File: config.mk
export PLATFORM = sky130hd
export DESIGN_NAME = rctb_mulq
export DESIGN_NICKNAME = d
export VERILOG_FILES = /design/src/hw/rtl/rctb_pkg.sv /design/src/hw/rtl/rctb_mulq.sv
export SDC_FILE = /design/constraint.sdc
export NUM_CORES = 2
export LEC_CHECK = 0
export ABC_AREA = 1
export BUFFER_PORTS_ARGS = -buffer_cell sky130_fd_sc_hd__buf_2
export CAP_MARGIN = 0
export CORE_AREA = 2 2 306 308
export DETAILED_ROUTE_END_ITERATION = 7
export DIE_AREA = 0 0 308 310
export GPL_TIMING_DRIVEN = 0
export SETUP_SLACK_MARGIN = 0.3
export SLEW_MARGIN = 30
export SYNTH_ARGS = -nofsm -noshare
export SYNTH_HDL_FRONTEND = slang
export SYNTH_SLANG_ARGS = --single-unit
File: constraint.sdc
create_clock -name clock -period 10.25 [get_ports clock]
set_input_delay 0.5125 -clock clock [delete_from_list [all_inputs] [get_ports clock]]
set_output_delay 0.5125 -clock clock [all_outputs]
set_load 0.02 [all_outputs]
File: src/hw/rtl/rctb_pkg.sv
`default_nettype none

package rctb_pkg;

   localparam int MAX_NODES = 1024;
   localparam int ADDR_W    = $clog2(MAX_NODES);

   localparam logic [47:0] W48_MAX = 48'h7FFF_FFFF_FFFF;
   localparam logic [47:0] W48_MIN = 48'h8000_0000_0000;

   typedef enum logic [1:0] {
      MODE_FWD  = 2'd0,
      MODE_LOAD = 2'd1,
      MODE_ACC  = 2'd2,
      MODE_EMIT = 2'd3
   } mode_type;

   typedef enum logic [1:0] {
      ST_DONE = 2'd0,
      ST_SKIP = 2'd1,
      ST_ROOT = 2'd2
   } status_type;

   typedef struct packed {
      logic        start;
      logic [47:0] a;
      logic [31:0] b;
   } mul_req_type;

   typedef struct packed {
      logic        done;
      logic [47:0] result;
   } mul_rsp_type;

   function automatic logic [47:0] sat_add48(input logic [47:0] x, input logic [47:0] y);
      logic [48:0] s;
      s = {x[47], x} + {y[47], y};
      if (s[48] != s[47]) begin
         return s[48] ? W48_MIN : W48_MAX;
      end
      return s[47:0];
   endfunction

endpackage

`default_nettype wire

File: src/hw/rtl/rctb_mulq.sv
`default_nettype none

module rctb_mulq import rctb_pkg::*; (
   input  logic        clock,
   input  logic        reset,
   input  mul_req_type mul_req,
   output mul_rsp_type mul_rsp
);

   typedef enum logic [1:0] {M_IDLE, M_LO, M_HI, M_FIN} mstate_type;

   mstate_type  state_ff;
   logic        neg_ff;
   logic [47:0] ma_ff;
   logic [31:0] mb_ff;
   logic [55:0] lo_ff;
   logic [55:0] hi_ff;
   logic [47:0] result_ff;
   logic        done_ff;

   logic [47:0] a_mag;
   logic [31:0] b_mag;
   logic [23:0] mul_op;
   logic [55:0] prod;
   logic [63:0] q;
   logic [63:0] qn;
   logic        rem;
   logic [47:0] fin_res;

   assign a_mag  = mul_req.a[47] ? (~mul_req.a + 48'd1) : mul_req.a;
   assign b_mag  = mul_req.b[31] ? (~mul_req.b + 32'd1) : mul_req.b;
   assign mul_op = (state_ff == M_LO) ? ma_ff[23:0] : ma_ff[47:24];
   assign prod   = {32'd0, mul_op} * {24'd0, mb_ff};

   // floor of the scaled product, then saturation
   assign q   = {hi_ff, 8'd0} + {24'd0, lo_ff[55:16]};
   assign rem = |lo_ff[15:0];
   assign qn  = q + {63'd0, rem};

   always_comb begin
      if (!neg_ff) begin
         fin_res = (q > {16'd0, W48_MAX}) ? W48_MAX : q[47:0];
      end else begin
         fin_res = (qn > {16'd0, W48_MIN}) ? W48_MIN : (~qn[47:0] + 48'd1);
      end
   end

   always_ff @(posedge clock) begin
      if (reset) begin
         state_ff <= M_IDLE;
         done_ff  <= 1'b0;
      end else begin
         done_ff <= 1'b0;
         case (state_ff)
            M_IDLE: begin
               if (mul_req.start) begin
                  ma_ff    <= a_mag;
                  mb_ff    <= b_mag;
                  neg_ff   <= mul_req.a[47] ^ mul_req.b[31];
                  state_ff <= M_LO;
               end
            end
            M_LO: begin
               lo_ff    <= prod;
               state_ff <= M_HI;
            end
            M_HI: begin
               hi_ff    <= prod;
               state_ff <= M_FIN;
            end
            M_FIN: begin
               result_ff <= fin_res;
               done_ff   <= 1'b1;
               state_ff  <= M_IDLE;
            end
            default: state_ff <= M_IDLE;
         endcase
      end
   end

   assign mul_rsp.done   = done_ff;
   assign mul_rsp.result = result_ff;

endmodule

`default_nettype wire

Word level (Yosys, flattened, before mapping)
Index checks and enable logic that the tools add are counted.
{"block": "word_totals", "ff_bits": 244, "latch_bits": 0, "ram_bits": 0, "mem_bits_ro": 0, "inputBits": 83, "out_inout_bits": 49, "word_cells": 42, "n_memories": 0}
{"block": "classes", "add_sub_neg": 5, "n_mul": 1, "div_mod_pow": 0, "order_cmp": 2, "n_eq_ne": 4, "shift": 0, "mux": 9, "bitwise": 5, "n_reduce_logical": 6}
{"cell": "$mux W48", "count": 3}
{"cell": "$add A48 B1 Y48 const B", "count": 2}
{"cell": "$not A48 Y48", "count": 2}
{"cell": "$add A64 B1 Y64", "count": 1}
{"cell": "$add A64 B40 Y64", "count": 1}
{"cell": "$gt A64 B47 Y1 const B", "count": 1}
{"cell": "$gt A64 B48 Y1 const B", "count": 1}
{"cell": "$mul A24 B32 Y56", "count": 1}
{"cell": "$mux W47", "count": 1}
{"cell": "$add A32 B1 Y32 const B", "count": 1}
{"cell": "$not A32 Y32", "count": 1}
{"cell": "$mux W31", "count": 1}
{"cell": "$mux W24", "count": 1}
{"cell": "$reduce_or A16 Y1", "count": 1}
{"cell": "$pmux W2 S4", "count": 1}
{"cell": "$reduce_and A2 Y1", "count": 3}
{"cell": "$eq A2 B2 Y1 const B", "count": 2}
{"cell": "$reduce_and A3 Y1", "count": 1}
{"cell": "$eq A2 B1 Y1 const B", "count": 1}
{"cell": "$logic_not A2 Y1", "count": 1}
{"cell": "$mux W2", "count": 1}
{"cell": "$ne A2 B2 Y1 const B", "count": 1}
{"cell": "$mux W1", "count": 1}
{"cell": "$not A1 Y1", "count": 1}
{"cell": "$xor A1 B1 Y1", "count": 1}

Depth between registers and ports, before layout
{"block": "logic_depth", "depth_word": 6, "ltp_mapped": 40, "ltp_nobuf": 36}

Worst setup path after synthesis
OpenSTA, ideal clock, no wires.
{"block": "synth_path", "path_kind": "reg-to-reg", "from": "reg state_ff[1]", "to": "reg hi_ff[54] (data pin)", "setup_time_ns": 0.281, "arrival_ns": 7.709, "required_ns": 9.969, "setup_slack_ns": 2.260, "stages_incl_launch_ff": 39, "n_path_buf": 4, "period_less_slack_ns": 7.990, "path_cell_list": "dfxtp_1 -> inv_1 -> ha_1 -> clkbuf_1 -> inv_1 -> clkbuf_1 -> or2_2 -> o21ai_0 -> inv_1 -> clkbuf_1 -> buf_1 -> nand2_1 -> fa_1 -> inv_1 -> fa_1 -> inv_1 -> fa_1 -> inv_1 -> [3 not listed] -> inv_1 -> fa_1 -> inv_1 -> ha_1 -> a21oi_1 -> o21ai_0 -> a211oi_1 -> o21ai_0 -> a21oi_1 -> o21ai_0 -> nand3_1 -> nand2_1 -> nand2_1 -> nand2_1 -> a21o_1 -> nand2_1 -> o311ai_0 -> xor2_1"}
{"block": "synth_between", "elab_chain_cells": 3}
{"item": "from (decl)", "line_no": "rctb_mulq.sv:12", "source": "mstate_type state_ff;"}
{"item": "from (signal assigned)", "line_no": "rctb_mulq.sv:50", "source": "state_ff <= M_IDLE;"}
{"item": "from (signal assigned)", "line_no": "rctb_mulq.sv:60", "source": "state_ff <= M_LO;"}
{"item": "from (signal assigned)", "line_no": "rctb_mulq.sv:65", "source": "state_ff <= M_HI;"}
{"item": "$eq A2 B1 Y1", "line_no": "rctb_mulq.sv:32", "source": "assign mul_op = (state_ff == M_LO) ? ma_ff[23:0] : ma_ff[47:24];"}
{"item": "$mux W24", "line_no": "rctb_mulq.sv:32"}
{"item": "$mul A24 B32 Y56", "line_no": "rctb_mulq.sv:33", "source": "assign prod = {32'd0, mul_op} * {24'd0, mb_ff};"}
{"item": "named net prod[54]", "line_no": "rctb_mulq.sv:24", "source": "logic [55:0] prod;"}
{"item": "to (signal assigned)", "line_no": "rctb_mulq.sv:68", "source": "hi_ff <= prod;"}
{"item": "to (decl)", "line_no": "rctb_mulq.sv:17", "source": "logic [55:0] hi_ff;"}
The timed path passes the listed nets, and every way through them passes these cells.
A chain may end at the register's enable or synchronous reset.

Final worst setup path
{"block": "layout_path", "from": "reg state_ff[1]", "to": "reg hi_ff[52] (data pin)"}
The elaborated chain is that of the path after synthesis.

==> out/results.ini <==
[synth]
synth-seq-area-share_pct = 17.36
avgSynthCellArea_um2 = 7.680
async_flop_share_pct = 0
synth_nets = 6437
synth-edff-count = 241
yosys_warnings = 0
synthTopCellsByArea = fa_1 31%, edfxtp_1 17%, nand2_1 11%
synth.largest_area_cell = fa_1
synth_cell_types = 57
ys_seq_elements = 244
syn_inst = 5472
yosysTopAreaCellShare_pct = 31.39
synth-main-ff-cell = edfxtp_1
netlist_area_um2 = 42030

[floorplan]
chipHeight_um = 310
core.rowCount = 112
die_area_um2 = 95480
num_io_pins = 132
die_w_um = 308
start_util_pct = 45.44
core_area_um2 = 92490

[sta]
fmax_mhz = 103.8
rsz0062_at_grt = false
setup_tns_ns = 0
hold_viol = 0
finClkSkew_ns = 0.03430
post-route-period-util_pct = 94.00
slew_headroom_pct = 23.76
worst-slew-pin-transition_ns = 1.144
setup_viol = 0
min_period_ns = 9.635
drv_slew = 0

[grt]
grt_usage_pct = 30.74
grt_pass1_vias = 36090
antenna_found_initial = 1
grt-ovfl-total = 0
grt_first_pass_wirelength_um = 217300
grt_max_degree = 27

[clock_network]
cts.htree.levels = 1
clockBufferDepth = 3
cts_tree = done
numCtsBuffers = 30
ctsHoldBuffers = 0
cts_root_buf = clkbuf_16
clkLatencyLatePin_ns = 0.63
path_clk_slew_ns = 0.06
clock_sinks = 244

[finish]
drive_above_1_share_pct = 7.177
finalNetCount = 6628
area_growth_pct = 8.800
final_common_cell = nand2_1
layout_common_cells = 1,271 x nand2_1, 1,198 x inv_1, 725 x nor2_1

[place]
place_congestion = 0.9982
port_buffers = 131
dp_hpwl_um = 125400

[setup_path]
r2r_cells = 31
r2r-end = hi_ff[52]
cp-start-kind = flop
max_stage_delay_ns = 0.88
critical-path-slowest-cell = clkbuf_1
path_class = reg -> reg
end_kind = flop
crit_top_cell = fa_1
regToRegSetupSlack_ns = 0.62
cp_max_fo = 11
r2r-start = state_ff[1]
worstPathArrival_ns = 10.02
required_ns = 10.63

[drt]
routedWlPerCell_um = 21.06
drt_iter0_markers = 2632
drtPass1Iterations = 7
num_vias = 36330
viasPerCell = 5.277
wl_um = 145000
antenna_left = 0
drc = 0

[worst_hold_path]
min-delay-start = mul_req[32]
min_to = ma_ff[0]
worst_hold_path_type = in -> reg
whs_path_depth = 1

[run]
drv.max_cap_violation_count = 0

[run_status]
outcome = completed

==> cell type report <==
class	instances	area (um2)
Fill cell	9222	46760
Multi-Input combinational cell	3851	29640
Sequential cell	244	7297
Inverter	1227	4648
Tap cell	1197	1498
Timing Repair Buffer	159	1028
Clock buffer	34	765.7
Buffer	150	650.6
Clock inverter	20	196.4
Antenna cell	2	5.005
==> state kept, by name (all words and copies together) (netlist names) <==
| name | flops |
|---|---|
| result_ff | 48 |
| ma_ff | 48 |
| neg_ff | 1 |
| hi_ff | 56 |
| state_ff | 2 |
| done_ff | 1 |
| mb_ff | 32 |
| lo_ff | 56 |
==> synth_stat cells (10+ instances only) <==
library cell / count
nand2_1: 1271
inv_1: 1198
nor2_1: 728
fa_1: 659
edfxtp_1: 241
ha_1: 223
nand3_1: 188
o21ai_0: 144
clkbuf_1: 137
a21oi_1: 124
xor2_1: 88
nand4_1: 67
nor3_1: 57
xnor2_1: 57
nor2_2: 30
or2_2: 28
nand2_2: 26
nor4_1: 22
nand3b_1: 17
a31oi_1: 16
o21ai_1: 16
clkinv_1: 15
inv_2: 14
nand3_2: 11
o31ai_1: 11
o21ai_2: 10
==> through the flow <==
stage               setup WS, ns  utilization (%)  instances  hold WS, ns  cell area, um2
floorplan                  2.260                -       5472       0.4985           42030
CTS                       0.3289            49.31       6881      0.08511           45610
global placement         -0.8485            47.77       6800       0.5311           44180
global route              0.3030            49.43       6882       0.1197           45720
detailed placement       -0.4843            48.23       6826       0.5457           44610
finish                    0.6153            49.44       6884       0.1216           45730
==> critical path: cells and delay by family (launching register included) <==
| kind | cells | cell delay (ns) |
|---|---|---|
| buf+inv | 7 | 1.73 |
| fa+ha+maj | 9 | 4.39 |
| xor+xnor | 1 | 0.35 |
| flops | 1 | 0.33 |
| compound gates | 7 | 1.47 |
| simple gates | 7 | 1.09 |
==> worst max-delay path by stage <==
stage | startpoint | to | slack, ns | cells past startpoint
floorplan | state_ff[1] | hi_ff[54] | 2.26 | 38
global placement | state_ff[1] | hi_ff[54] | -0.85 | 38
detailed placement | state_ff[1] | hi_ff[54] | -0.48 | 36
CTS | state_ff[1] | hi_ff[52] | 0.33 | 36
global route | state_ff[1] | lo_ff[54] | 0.30 | 36
finish | state_ff[1] | hi_ff[52] | 0.62 | 31
==> per-layer routing <==
layer,vias to the layer above,GRT usage (%),share of wire [%]
met2,1506,51.82,47
met1,17550,37.18,38
met5,-,0,0
met3,374,4.911,7.5
li1,16900,-,-
met4,0,18.58,7.5
==> what timing repair did <==
item                                    4_1_cts  5_1_grt
endpoints found under the setup margin       34       26
endpoints found under the hold margin         0        0
gates resized for setup                      23       61
pin swaps                                     1        0
setup buffers                                 1        0
==> cells by family after synthesis <==
| logic type | share of synthesized area (%) |
|---|---|
| AND/OR/NAND/NOR | 24.45 |
| buffers and inverters | 12.37 |
| adder cells (fa/ha/maj) | 38.03 |
| AO/OA/AOI/OAI | 4.772 |
| XOR/XNOR | 3.022 |
| flip-flops | 17.36 |
Power is left out: the tool's default activity adds up to more than one toggle a clock period on the data nets, which glitch-free logic cannot reach.
